## config.mk

```make
export PLATFORM = sky130hd
export DESIGN_NAME = paged_frame_allocator_translator_top
export DESIGN_NICKNAME = d
export VERILOG_FILES = /design/src/rtl/core/pfat_pkg.sv /design/src/rtl/core/pfat_ctrl.sv /design/src/rtl/core/pfat_dp.sv /design/src/rtl/core/paged_frame_allocator_translator_top.sv
export SDC_FILE = /design/constraint.sdc
export NUM_CORES = 2
export LEC_CHECK = 0
export ABC_AREA = 1
export BUFFER_PORTS_ARGS = -buffer_cell sky130_fd_sc_hd__buf_4
export CAP_MARGIN = 20
export CORE_MARGIN = 2
export CORE_UTILIZATION = 30
export CTS_BUF_LIST = sky130_fd_sc_hd__clkbuf_4
export DETAILED_ROUTE_END_ITERATION = 10
export MAX_ROUTING_LAYER = met4
export PLACE_DENSITY = 0.4
export SETUP_SLACK_MARGIN = 0.02
export SYNTH_ARGS = -nofsm -noshare
export SYNTH_HDL_FRONTEND = slang
export SYNTH_HIERARCHICAL = 1
export SYNTH_SLANG_ARGS = --single-unit
export TNS_END_PERCENT = 10
```

## constraint.sdc

```tcl
create_clock -name i_clk -period 11.95 [get_ports i_clk]
set_input_delay 0 -clock i_clk [delete_from_list [all_inputs] [get_ports i_clk]]
set_output_delay 0 -clock i_clk [all_outputs]
set_load 0.1 [all_outputs]
```

## src/rtl/core/pfat_pkg.sv

```systemverilog
`timescale 1ns / 1ps
// ----------------------------------------------------------------------------
// pfat_pkg
// Shared types and codes for the paged frame allocator and translator.
// ----------------------------------------------------------------------------
package pfat_pkg;

    localparam int VA_W     = 32;
    localparam int VPN_W    = 8;
    localparam int OFF_W    = 8;
    localparam int PPP_W    = 9;
    localparam int FIDX_W   = 7;
    localparam int PFN_W    = 7;
    localparam int PA_W     = 15;
    localparam int FREE_W   = 8;
    localparam int MODE_W   = 2;
    localparam int STATUS_W = 3;

    typedef enum logic [MODE_W-1:0] {
        MODE_RESERVE = 2'd0,
        MODE_LOAD    = 2'd1,
        MODE_XLATE   = 2'd2
    } t_mode;

    typedef enum logic [STATUS_W-1:0] {
        ST_XLATED     = 3'd0,
        ST_VA_RANGE   = 3'd1,
        ST_VPN_RANGE  = 3'd2,
        ST_UNMAPPED   = 3'd3,
        ST_LOADED     = 3'd4,
        ST_REFUSED    = 3'd5,
        ST_RESERVED   = 3'd6,
        ST_FRAME_BUSY = 3'd7
    } t_status;

    // controller -> datapath
    typedef struct packed {
        logic capture;
        logic exec;
        logic scan;
        logic respond;
    } t_dp_cmd;

    // datapath -> controller
    typedef struct packed {
        logic load_go;
        logic xlate_go;
        logic scan_last;
    } t_dp_sts;

endpackage

```

## src/rtl/core/pfat_ctrl.sv

```systemverilog
`timescale 1ns / 1ps
// ----------------------------------------------------------------------------
// pfat_ctrl
// Sequencer: accept, execute, frame scan for loads, table read for hits.
// ----------------------------------------------------------------------------
module pfat_ctrl (
    input  logic              i_clk,
    input  logic              i_rst_n,
    input  logic              start,
    output logic              busy,
    input  pfat_pkg::t_dp_sts i_sts,
    output pfat_pkg::t_dp_cmd o_cmd
);

    typedef enum logic [1:0] {
        S_IDLE,
        S_EXEC,
        S_SCAN,
        S_RESP
    } t_state;

    t_state r_state;
    t_state n_state;
    logic   r_busy;

    always_comb begin
        n_state = r_state;
        unique case (r_state)
            S_IDLE: begin
                if (start) begin
                    n_state = S_EXEC;
                end
            end
            S_EXEC: begin
                if (i_sts.load_go) begin
                    n_state = S_SCAN;
                end else if (i_sts.xlate_go) begin
                    n_state = S_RESP;
                end else begin
                    n_state = S_IDLE;
                end
            end
            S_SCAN: begin
                if (i_sts.scan_last) begin
                    n_state = S_IDLE;
                end
            end
            S_RESP: begin
                n_state = S_IDLE;
            end
            default: begin
                n_state = S_IDLE;
            end
        endcase
    end

    always_ff @(posedge i_clk) begin
        if (!i_rst_n) begin
            r_state <= S_IDLE;
            r_busy  <= 1'b0;
        end else begin
            r_state <= n_state;
            r_busy  <= (n_state != S_IDLE);
        end
    end

    assign busy          = r_busy;
    assign o_cmd.capture = start && !r_busy;
    assign o_cmd.exec    = (r_state == S_EXEC);
    assign o_cmd.scan    = (r_state == S_SCAN);
    assign o_cmd.respond = (r_state == S_RESP);

endmodule

```

## src/rtl/core/pfat_dp.sv

```systemverilog
`timescale 1ns / 1ps
// ----------------------------------------------------------------------------
// pfat_dp
// Frame map, free count, page table memory, fill counts and result registers.
// ----------------------------------------------------------------------------
module pfat_dp #(
    parameter int FRAMES    = 128,
    parameter int PROCESSES = 2
) (
    input  logic                            i_clk,
    input  logic                            i_rst_n,
    input  pfat_pkg::t_dp_cmd               i_cmd,
    output pfat_pkg::t_dp_sts               o_sts,
    input  logic                            i_cfg_wr_en,
    input  logic [pfat_pkg::PPP_W-1:0]      i_cfg_wr_data,
    input  logic [pfat_pkg::MODE_W-1:0]     i_mode,
    input  logic                            i_process,
    input  logic [pfat_pkg::VA_W-1:0]       i_virtual_address,
    input  logic [pfat_pkg::FIDX_W-1:0]     i_frame_index,
    output logic                            o_done,
    output logic [pfat_pkg::STATUS_W-1:0]   o_status,
    output logic [pfat_pkg::PA_W-1:0]       o_phys_addr,
    output logic [pfat_pkg::VPN_W-1:0]      o_page_number,
    output logic [pfat_pkg::OFF_W-1:0]      o_page_offset,
    output logic [pfat_pkg::PFN_W-1:0]      o_frame_number,
    output logic [pfat_pkg::FREE_W-1:0]     o_free_frames
);

    localparam int FI_W   = (FRAMES > 1) ? $clog2(FRAMES) : 1;
    localparam int PROC_W = (PROCESSES > 1) ? $clog2(PROCESSES) : 1;
    localparam int PROC_N = 1 << PROC_W;
    localparam int AW     = PROC_W + pfat_pkg::VPN_W;
    localparam int CNT_W  = pfat_pkg::PPP_W;

    // captured item
    logic [pfat_pkg::MODE_W-1:0]   r_mode;
    logic                          r_proc;
    logic [pfat_pkg::VA_W-1:0]     r_va;
    logic [pfat_pkg::FIDX_W-1:0]   r_fidx;

    // control state
    logic [CNT_W-1:0]              r_ppp;
    logic [FRAMES-1:0]             r_map;      // set: frame owned
    logic [CNT_W-1:0]              r_free;
    logic [CNT_W-1:0]              r_loaded [PROC_N];
    logic                          r_done;

    // scan state and table
    logic [FI_W-1:0]               r_f;
    logic [CNT_W-1:0]              r_cnt;
    logic [FI_W-1:0]               r_mem [PROC_N * 256];
    logic [FI_W-1:0]               r_rd;

    // result registers
    logic [pfat_pkg::STATUS_W-1:0] r_status;
    logic [pfat_pkg::PA_W-1:0]     r_pa;
    logic [pfat_pkg::VPN_W-1:0]    r_vpn;
    logic [pfat_pkg::OFF_W-1:0]    r_off;
    logic [pfat_pkg::PFN_W-1:0]    r_pfn;

    pfat_pkg::t_mode               mode;
    logic [PROC_W:0]               proc_ext;
    logic [PROC_W-1:0]             proc_idx;
    logic [8:0]                    fidx_ext;
    logic [FI_W-1:0]               fidx_idx;
    logic                          proc_ok;
    logic                          fidx_ok;
    logic                          rsv_ok;
    logic                          load_ok;
    logic [pfat_pkg::VPN_W-1:0]    vpn;
    logic [pfat_pkg::OFF_W-1:0]    off;
    logic                          va_ok;
    logic                          vpn_ok;
    logic                          xlate_hit;
    logic                          scan_free;
    logic [8:0]                    pfn_ext;
    logic [AW-1:0]                 waddr;
    logic [AW-1:0]                 raddr;
    logic [pfat_pkg::STATUS_W-1:0] n_status;
    logic [pfat_pkg::VPN_W-1:0]    n_vpn;
    logic [pfat_pkg::OFF_W-1:0]    n_off;

    always_comb begin
        mode      = pfat_pkg::t_mode'(r_mode);
        proc_ext  = (PROC_W + 1)'(r_proc);
        proc_idx  = proc_ext[PROC_W-1:0];
        fidx_ext  = 9'(r_fidx);
        fidx_idx  = fidx_ext[FI_W-1:0];
        proc_ok   = (32'(r_proc) < PROCESSES);
        fidx_ok   = (32'(r_fidx) < FRAMES);
        rsv_ok    = fidx_ok && !r_map[fidx_idx];
        load_ok   = proc_ok && (r_ppp <= r_free);
        vpn       = r_va[15:8];
        off       = r_va[7:0];
        va_ok     = (r_va[pfat_pkg::VA_W-1:16] == '0);
        vpn_ok    = (CNT_W'(vpn) < r_ppp);
        // a page is valid when some earlier load covered it
        xlate_hit = va_ok && vpn_ok && proc_ok && (CNT_W'(vpn) < r_loaded[proc_idx]);
        scan_free = !r_map[r_f];
        pfn_ext   = 9'(r_rd);
        waddr     = {proc_idx, r_cnt[pfat_pkg::VPN_W-1:0]};
        raddr     = {proc_idx, vpn};
    end

    assign o_sts.load_go   = (mode == pfat_pkg::MODE_LOAD) && load_ok && (r_ppp != '0);
    assign o_sts.xlate_go  = (mode == pfat_pkg::MODE_XLATE) && xlate_hit;
    assign o_sts.scan_last = scan_free && ((r_cnt + CNT_W'(1)) == r_ppp);

    always_comb begin
        n_status = pfat_pkg::ST_REFUSED;
        n_vpn    = '0;
        n_off    = '0;
        case (mode)
            pfat_pkg::MODE_RESERVE: begin
                n_status = rsv_ok ? pfat_pkg::ST_RESERVED : pfat_pkg::ST_FRAME_BUSY;
            end
            pfat_pkg::MODE_LOAD: begin
                n_status = load_ok ? pfat_pkg::ST_LOADED : pfat_pkg::ST_REFUSED;
            end
            pfat_pkg::MODE_XLATE: begin
                if (!va_ok) begin
                    n_status = pfat_pkg::ST_VA_RANGE;
                end else begin
                    n_vpn = vpn;
                    n_off = off;
                    n_status = vpn_ok ? pfat_pkg::ST_UNMAPPED : pfat_pkg::ST_VPN_RANGE;
                end
            end
            default: begin
                n_status = pfat_pkg::ST_REFUSED;
            end
        endcase
    end

    always_ff @(posedge i_clk) begin
        if (!i_rst_n) begin
            r_ppp  <= '0;
            r_map  <= '0;
            r_free <= CNT_W'(FRAMES);
            r_done <= 1'b0;
            for (int p = 0; p < PROC_N; p++) begin
                r_loaded[p] <= '0;
            end
        end else begin
            r_done <= (i_cmd.exec && !(o_sts.load_go || o_sts.xlate_go))
                   || (i_cmd.scan && o_sts.scan_last)
                   || i_cmd.respond;
            if (i_cfg_wr_en) begin
                r_ppp <= i_cfg_wr_data;
            end
            if (i_cmd.exec) begin
                if (mode == pfat_pkg::MODE_RESERVE && rsv_ok) begin
                    r_map[fidx_idx] <= 1'b1;
                    r_free          <= r_free - CNT_W'(1);
                end
                if (mode == pfat_pkg::MODE_LOAD && load_ok && r_ppp > r_loaded[proc_idx]) begin
                    r_loaded[proc_idx] <= r_ppp;
                end
            end
            if (i_cmd.scan && scan_free) begin
                r_map[r_f] <= 1'b1;
                r_free     <= r_free - CNT_W'(1);
            end
        end
    end

    always_ff @(posedge i_clk) begin
        if (i_cmd.capture) begin
            r_mode <= i_mode;
            r_proc <= i_process;
            r_va   <= i_virtual_address;
            r_fidx <= i_frame_index;
        end
        if (i_cmd.exec) begin
            r_status <= n_status;
            r_vpn    <= n_vpn;
            r_off    <= n_off;
            r_pfn    <= '0;
            r_pa     <= '0;
            r_f      <= '0;
            r_cnt    <= '0;
        end
        if (i_cmd.scan) begin
            // advance one frame per cycle, take it when free
            r_f <= r_f + FI_W'(1);
            if (scan_free) begin
                r_cnt <= r_cnt + CNT_W'(1);
            end
            if (o_sts.scan_last) begin
                r_status <= pfat_pkg::ST_LOADED;
            end
        end
        if (i_cmd.respond) begin
            r_status <= pfat_pkg::ST_XLATED;
            r_pfn    <= pfn_ext[pfat_pkg::PFN_W-1:0];
            r_pa     <= {pfn_ext[pfat_pkg::PFN_W-1:0], r_off};
        end
    end

    always_ff @(posedge i_clk) begin
        if (i_cmd.scan && scan_free) begin
            r_mem[waddr] <= r_f;
        end
        if (i_cmd.exec && o_sts.xlate_go) begin
            r_rd <= r_mem[raddr];
        end
    end

    assign o_done         = r_done;
    assign o_status       = r_status;
    assign o_phys_addr    = r_pa;
    assign o_page_number  = r_vpn;
    assign o_page_offset  = r_off;
    assign o_frame_number = r_pfn;
    assign o_free_frames  = r_free[pfat_pkg::FREE_W-1:0];

endmodule

```

## src/rtl/core/paged_frame_allocator_translator_top.sv

```systemverilog
`timescale 1ns / 1ps
// ----------------------------------------------------------------------------
// paged_frame_allocator_translator_top
// Frame reservation, process page table load and address translation.
// ----------------------------------------------------------------------------
// Sequence: start is captured, then an execute state answers reserve, refused
//   or empty load, mode 3 and failed translations; a translation hit first
//   passes a response state (one page table read), a load a frame scan state.
// Throughput: one item in flight; start is taken again in the result beat cycle.
//   The receiver cannot stall.
// Reset: synchronous; all frames free, no pages mapped, register cleared.
module paged_frame_allocator_translator_top #(
    parameter int FRAMES    = 128,
    parameter int PROCESSES = 2
) (
    input  logic                            i_clk,
    input  logic                            i_rst_n,
    input  logic                            start,
    output logic                            busy,
    input  logic                            i_cfg_wr_en,
    input  logic [pfat_pkg::PPP_W-1:0]      i_cfg_wr_data,
    input  logic [pfat_pkg::MODE_W-1:0]     i_mode,
    input  logic                            i_process,
    input  logic [pfat_pkg::VA_W-1:0]       i_virtual_address,
    input  logic [pfat_pkg::FIDX_W-1:0]     i_frame_index,
    output logic                            o_done,
    output logic [pfat_pkg::STATUS_W-1:0]   o_status,
    output logic [pfat_pkg::PA_W-1:0]       o_phys_addr,
    output logic [pfat_pkg::VPN_W-1:0]      o_page_number,
    output logic [pfat_pkg::OFF_W-1:0]      o_page_offset,
    output logic [pfat_pkg::PFN_W-1:0]      o_frame_number,
    output logic [pfat_pkg::FREE_W-1:0]     o_free_frames
);

    pfat_pkg::t_dp_cmd cmd;
    pfat_pkg::t_dp_sts sts;

    pfat_ctrl u_ctrl (
        .i_clk   (i_clk),
        .i_rst_n (i_rst_n),
        .start   (start),
        .busy    (busy),
        .i_sts   (sts),
        .o_cmd   (cmd)
    );

    pfat_dp #(
        .FRAMES    (FRAMES),
        .PROCESSES (PROCESSES)
    ) u_dp (
        .i_clk              (i_clk),
        .i_rst_n            (i_rst_n),
        .i_cmd              (cmd),
        .o_sts              (sts),
        .i_cfg_wr_en        (i_cfg_wr_en),
        .i_cfg_wr_data      (i_cfg_wr_data),
        .i_mode             (i_mode),
        .i_process          (i_process),
        .i_virtual_address  (i_virtual_address),
        .i_frame_index      (i_frame_index),
        .o_done             (o_done),
        .o_status           (o_status),
        .o_phys_addr        (o_phys_addr),
        .o_page_number      (o_page_number),
        .o_page_offset      (o_page_offset),
        .o_frame_number     (o_frame_number),
        .o_free_frames      (o_free_frames)
    );

endmodule

```

Word-level counts from Yosys, hierarchy flattened --
Memories as Yosys holds them, arrays and structs flattened. A register that Yosys moved wholly into a read port is not among the register bits. Cells that the tools add are included.
Cells by class: add/subtract/negate cells 3, magnitude comparators 8, equality and inequality tests 6, mux-type cells 47, bitwise logic cells 2, reduce and logical (&&, ||, !) cells 34
Operator list (count):
- $mux 128 | 4
- $or 128x128->128 | 2
- $mux 9 | 7
- $mux 15 | 2
- $mux 7 | 3
- $lt 8x9->1 | 2
- $mux 1 | 17
- $logic_not 16->1 | 1
- $lt 7x8->1 const B | 2
- $logic_and 1x1->1 | 15
- $bmux 1 s7 | 2
- $demux 1 s7 | 2
- $ge 7x1->1 const B | 2
- $mux 3 | 4
- $reduce_bool 2->1 | 5
- $add 9x1->9 const B | 1
- $eq 9x9->1 | 1
- $gt 9x9->1 | 1
- $le 9x9->1 | 1
- $pmux 3 s3 | 1
- $reduce_bool 9->1 | 1
- $reduce_or 9->1 | 1
- $sub 9x1->9 const B | 1
- $mux 2 | 4
- 8 further kinds | 18
Word-level totals: register bits 249, memory bits (writable) 3602, output and inout port bits 51, word-level logic and storage cells 119, memories 2
Memory list:
- u_dp.r_mem | words 512, width 7, read ports 1, clocked after memory_dff 1, write ports 1, RTL line pfat_dp.sv:51 | logic [FI_W-1:0] r_mem [PROC_N * 256];
- u_dp.r_loaded | words 2, width 9, read ports 1, clocked after memory_dff 1, write ports 2, RTL line pfat_dp.sv:45 | logic [CNT_W-1:0] r_loaded [PROC_N];

Depth between registers and ports, before layout --
depth after elaboration 10, mapped depth 20

Modules after synthesis --
The synthesis kept the hierarchy.
Modules (own cells, without submodules):
- pfat_dp | times used 1, cells an instance 13719, area an instance 158707.2 µm², seq. area each 113979.3 µm²
- pfat_ctrl | times used 1, cells an instance 26, area an instance 155.1 µm², seq. area each 60.1 µm²

Worst setup path after synthesis --
OpenSTA, ideal clock, no wires.
kind register -> register, from register u_dp.r_f[2], to memory u_dp/r_mem[330][0] (netlist bit), enable pin, setup time 382 ps, data arrival time 9477 ps, setup slack 2091 ps, stages on the path, launching flop included 18, path buffers 3, path through edfxtp_1 -> buf_2 -> nor2_2 -> buf_2 -> nand3_1 -> nand2_1 -> nor2_1 -> nor2_1 -> nor2_1 -> nand2_1 -> nand2_1 -> nand2_2 -> nor2_4 -> nand2_4 -> inv_6 -> buf_6 -> nand2_1 -> nor3b_1
Between the ends: cells in the longest elaborated chain, start to end 6
Ends and longest elaborated chain:
- from (decl) | RTL line pfat_dp.sv:49 | logic [FI_W-1:0] r_f;
- from (signal assigned) | RTL line pfat_dp.sv:185 | r_f <= r_f + FI_W'(1);
- $bmux 1 s7 | RTL line pfat_dp.sv:99 | scan_free = !r_map[r_f];
- $mux 1 (not written as such) | RTL line pfat_dp.sv:99
- $logic_not 1->1 | RTL line pfat_dp.sv:99
- $logic_and 1x1->1 | RTL line pfat_dp.sv:201 | if (i_cmd.scan && scan_free) begin
- $mux 1 | RTL line pfat_dp.sv:201
- $mux 1 (not written as such) | RTL line pfat_dp.sv:202 | r_mem[waddr] <= r_f;
- to (decl) | RTL line pfat_dp.sv:51
Every way passes these cells. The select of a mux whose other input is x is not followed.

Final worst setup path --
from register u_dp.r_f[0], to memory u_dp/r_mem[489][6] (netlist bit), enable pin
Same word-level chain as after synthesis.

==> reports/results.txt <==
Peak supply drop = 0.000102 V
Detailed placement HPWL = 316 mm
Pin count of the biggest net entering global routing = 213
Final setup TNS = 0 ns
CP max stage delay = 0.91 ns
Synth Register Bits = 3852
Iter 0 DRT Violations = 9918
Worst-path fanout max = 90
IO Count = 106
Avg WL per Cell = 25.4 µm
Layout Skew = 0.126 ns
Setup slack, reg-to-reg = 5.50 ns
Minimum clock period = 6.45 ns
Slew Limit Fails = 0
Tcrit/Tclk final = 54.0%
Status = finished, final reports clean
Clock latency on the worst-skew pair = 1.76 ns
Die Wd = 732 µm
Most frequent cell after synthesis = edfxtp_1
CTS tree = yes
Core area = 528000 µm²
Initial Utilization = 30.1%
Synthesis warning total = 6
Total number of vias = 113000
Synthesized area = 159000 µm²
Die ar. = 535000 µm²
Critical Path AT = 7.70 ns
Final Setup Violations = 0
Fin Hold WS = 0.258 ns
Final wirelength = 563 mm
Post-layout instance area = 182000 µm²
Fillers = 53300
Max-Cap Viols = 0
Yosys top cell by area = edfxtp_1
Cell Pwr Density = 162 nW/µm²
Worst setup SP type = flip-flop
Placed cell count = 20100
Cell count after synthesis = 13700
Final std cells w/o fill = 22200
Synth Flop Type = edfxtp_1
Pwr Total = 29500 µW
Clock Tree Buf Depth = 5
Min-delay worst type = input port to flip-flop
1st-pass router iterations = 7
Sink Count = 3852
Ys async rst share = 0%
Number of port buffers = 105
CP Data Required Time = 13.20 ns
Crit end category = flip-flop
First-pass GRT wire length = 809 mm
Slowest-stage cell, CP = nand3_1
Critical Path, Cell by Cell = buf_4 > buf_4 > nand2_1 > nand3_1 > nand2_1 > nor2_1 > nor2_1 > nor2_1 > nand2_1 > nand2_1 > nand2_2 > nor2_4 > nand2_4 > inv_6 > buf_4 > nand3_1 > nor2_1
Vias in the first global route = 114000
Unrepaired setup endpoints after global routing = false
Area Growth Syn to Fin = 14.7%
DRC = 0
Post-DR vias/cell = 5.09
H-tree depth = 7
Synth top area share = 69.7%
Commonest cells post-synth = edfxtp_1 (3689), nor2_1 (2416), o21ai_0 (1711)
Total setup buffers inserted after CTS = 0
Crit path kind = flip-flop to flip-flop
Number of enable flip-flop cells after synthesis = 3689
Die height = 732 µm
Global Route Usage Sum = 21.2%
Cell variety after synth = 41
Final Hold Fails = 0
Routed Antenna Nets = 0
Worst-Margin Slew = 1.17 ns
Placed Area = 167000 µm²
Sequential cell area fraction in the yosys report = 71.8%
Max-slew headroom = 22.2%
CTS Buf Count = 1149
Syn avg cell area = 11.6 µm²
Fmax = 155 MHz
Routability-driven placement congestion ratio = 0.811
Clock Root Buffer = clkbuf_4
Lkg Pwr = 0.0621 µW
Initial antenna violation count = 27
GRT Residual Overflow = 0
Row cnt = 267
Mapped Nets = 13800
Synth area leaders = edfxtp_1 (70%), nor2_1 (5.7%), o21ai_0 (5.4%), nand3_1 (4.3%), nand2_1 (3.9%)
Share of cells above drive strength 1 = 14.1%
Nets = 14500
Cts repair resizes = 0
Clk slew on worst S/H paths = 0.07 ns
Post-CTS Hold Fix Bufs = 214
## flip-flops by register name, summed over array words and instances (netlist names), 2 cells and up, named ones only
register             cells
u_dp/r_loaded           18
u_dp/r_mem            3584
u_dp/r_rd                7
u_dp/mode                2
u_dp/o_page_number       8
u_dp/o_phys_addr         9
u_dp/r_f                 7
u_dp/r_ppp               9
u_dp/fidx_idx            7
u_dp/o_frame_number      6
u_dp/r_va               32
u_dp/r_free              9
u_dp/o_page_offset       8
u_dp/o_status            3
u_ctrl/r_state           2
u_dp/r_map             128
u_dp/r_cnt               9
## metrics by stage
step | worst slack (ns) | util, %
3_3_place_gp | 5.27 | 31.5
6_report | 5.50 | 34.5
5_1_grt | 5.14 | 34.5
2_1_floorplan | 2.09 | -
4_1_cts | 5.46 | 34.5
3_5_place_dp | 5.54 | 31.5
## cells in the final DEF (no fill, tap or decap), types with 12 or more instances in the layout
| cell type | count |
|---|---|
| nor3_2 | 13 |
| o22ai_1 | 804 |
| a21oi_1 | 167 |
| clkbuf_4 | 1667 |
| dfxtp_1 | 163 |
| inv_2 | 24 |
| ha_1 | 38 |
| nand2_1 | 1631 |
| buf_4 | 310 |
| diode_2 | 31 |
| nand3_1 | 1373 |
| o21ai_0 | 1711 |
| nor3_1 | 21 |
| inv_1 | 430 |
| nand3_4 | 12 |
| nor2_2 | 16 |
| inv_4 | 14 |
| nand4_1 | 167 |
| edfxtp_1 | 3689 |
| nor2_1 | 2400 |
| clkinv_1 | 157 |
| dlygate4sd3_1 | 214 |
| buf_12 | 21 |
## where the power goes
group	switching (µW)	leakage [µW]	total (µW)	internal (µW)
Sequential	25.5	0.0347	14900	14900
Clock	5630	0.00806	12000	6370
Combinational	2000	0.0194	2590	584
Total	7650	0.0621	29500	21800
## final timing paths
kind | start | end | depth (start not counted)
worst max register to register | u_dp/r_f[0]$_SDFFCE_PN0P_ | u_dp/r_mem[489][6]$_DFFE_PP_ | 17
worst min-delay path | start | u_dp/r_va[0]$_DFFE_PP_ | 6
worst max-delay path | u_dp/r_f[0]$_SDFFCE_PN0P_ | u_dp/r_mem[489][6]$_DFFE_PP_ | 17
worst min register to register | u_dp/o_status[1]$_SDFF_PP0_ | u_dp/o_status[1]$_SDFF_PP0_ | 2
## metal layers
| metal | global-route usage [%] | part of all wire (%) |
|---|---|---|
| met1 | 27.9 | 45 |
| met2 | 33.5 | 47 |
| met3 | 3.37 | 5.1 |
| met4 | 7.19 | 2.5 |
| met5 | - | 0 |
## cells by family after synthesis
logic type               count (synthesis)  synth area share, %
buffers and inverters                 1465                 3.66
multiplexers                             7               0.0441
adder cells (fa/ha/maj)                 38                0.299
flip-flops                            3852                 71.8
XOR/XNOR                                11               0.0606
AO/OA/AOI/OAI                         2700                 9.17
AND/OR/NAND/NOR                       5672                 15.0
## critical path, delay by kind of cell (launching register included)
family | cells | cell delay (ns)
AND/OR/NAND/NOR | 13 | 2.94
buffers and inverters | 4 | 2.53
flip-flops | 1 | 0.36
## final cells by class
class,instances,area (µm²),area share (%)
tap,6994,8750,4.80
antenna,31,77.6,0.0426
multi-input combinational,8428,39100,21.5
clock buffer,1666,12500,6.87
timing repair buffer,557,5060,2.78
sequential,3852,114000,62.6
inverter,461,1810,0.992
clock inverter,182,772,0.424
Power figures use the tool's default switching activity.
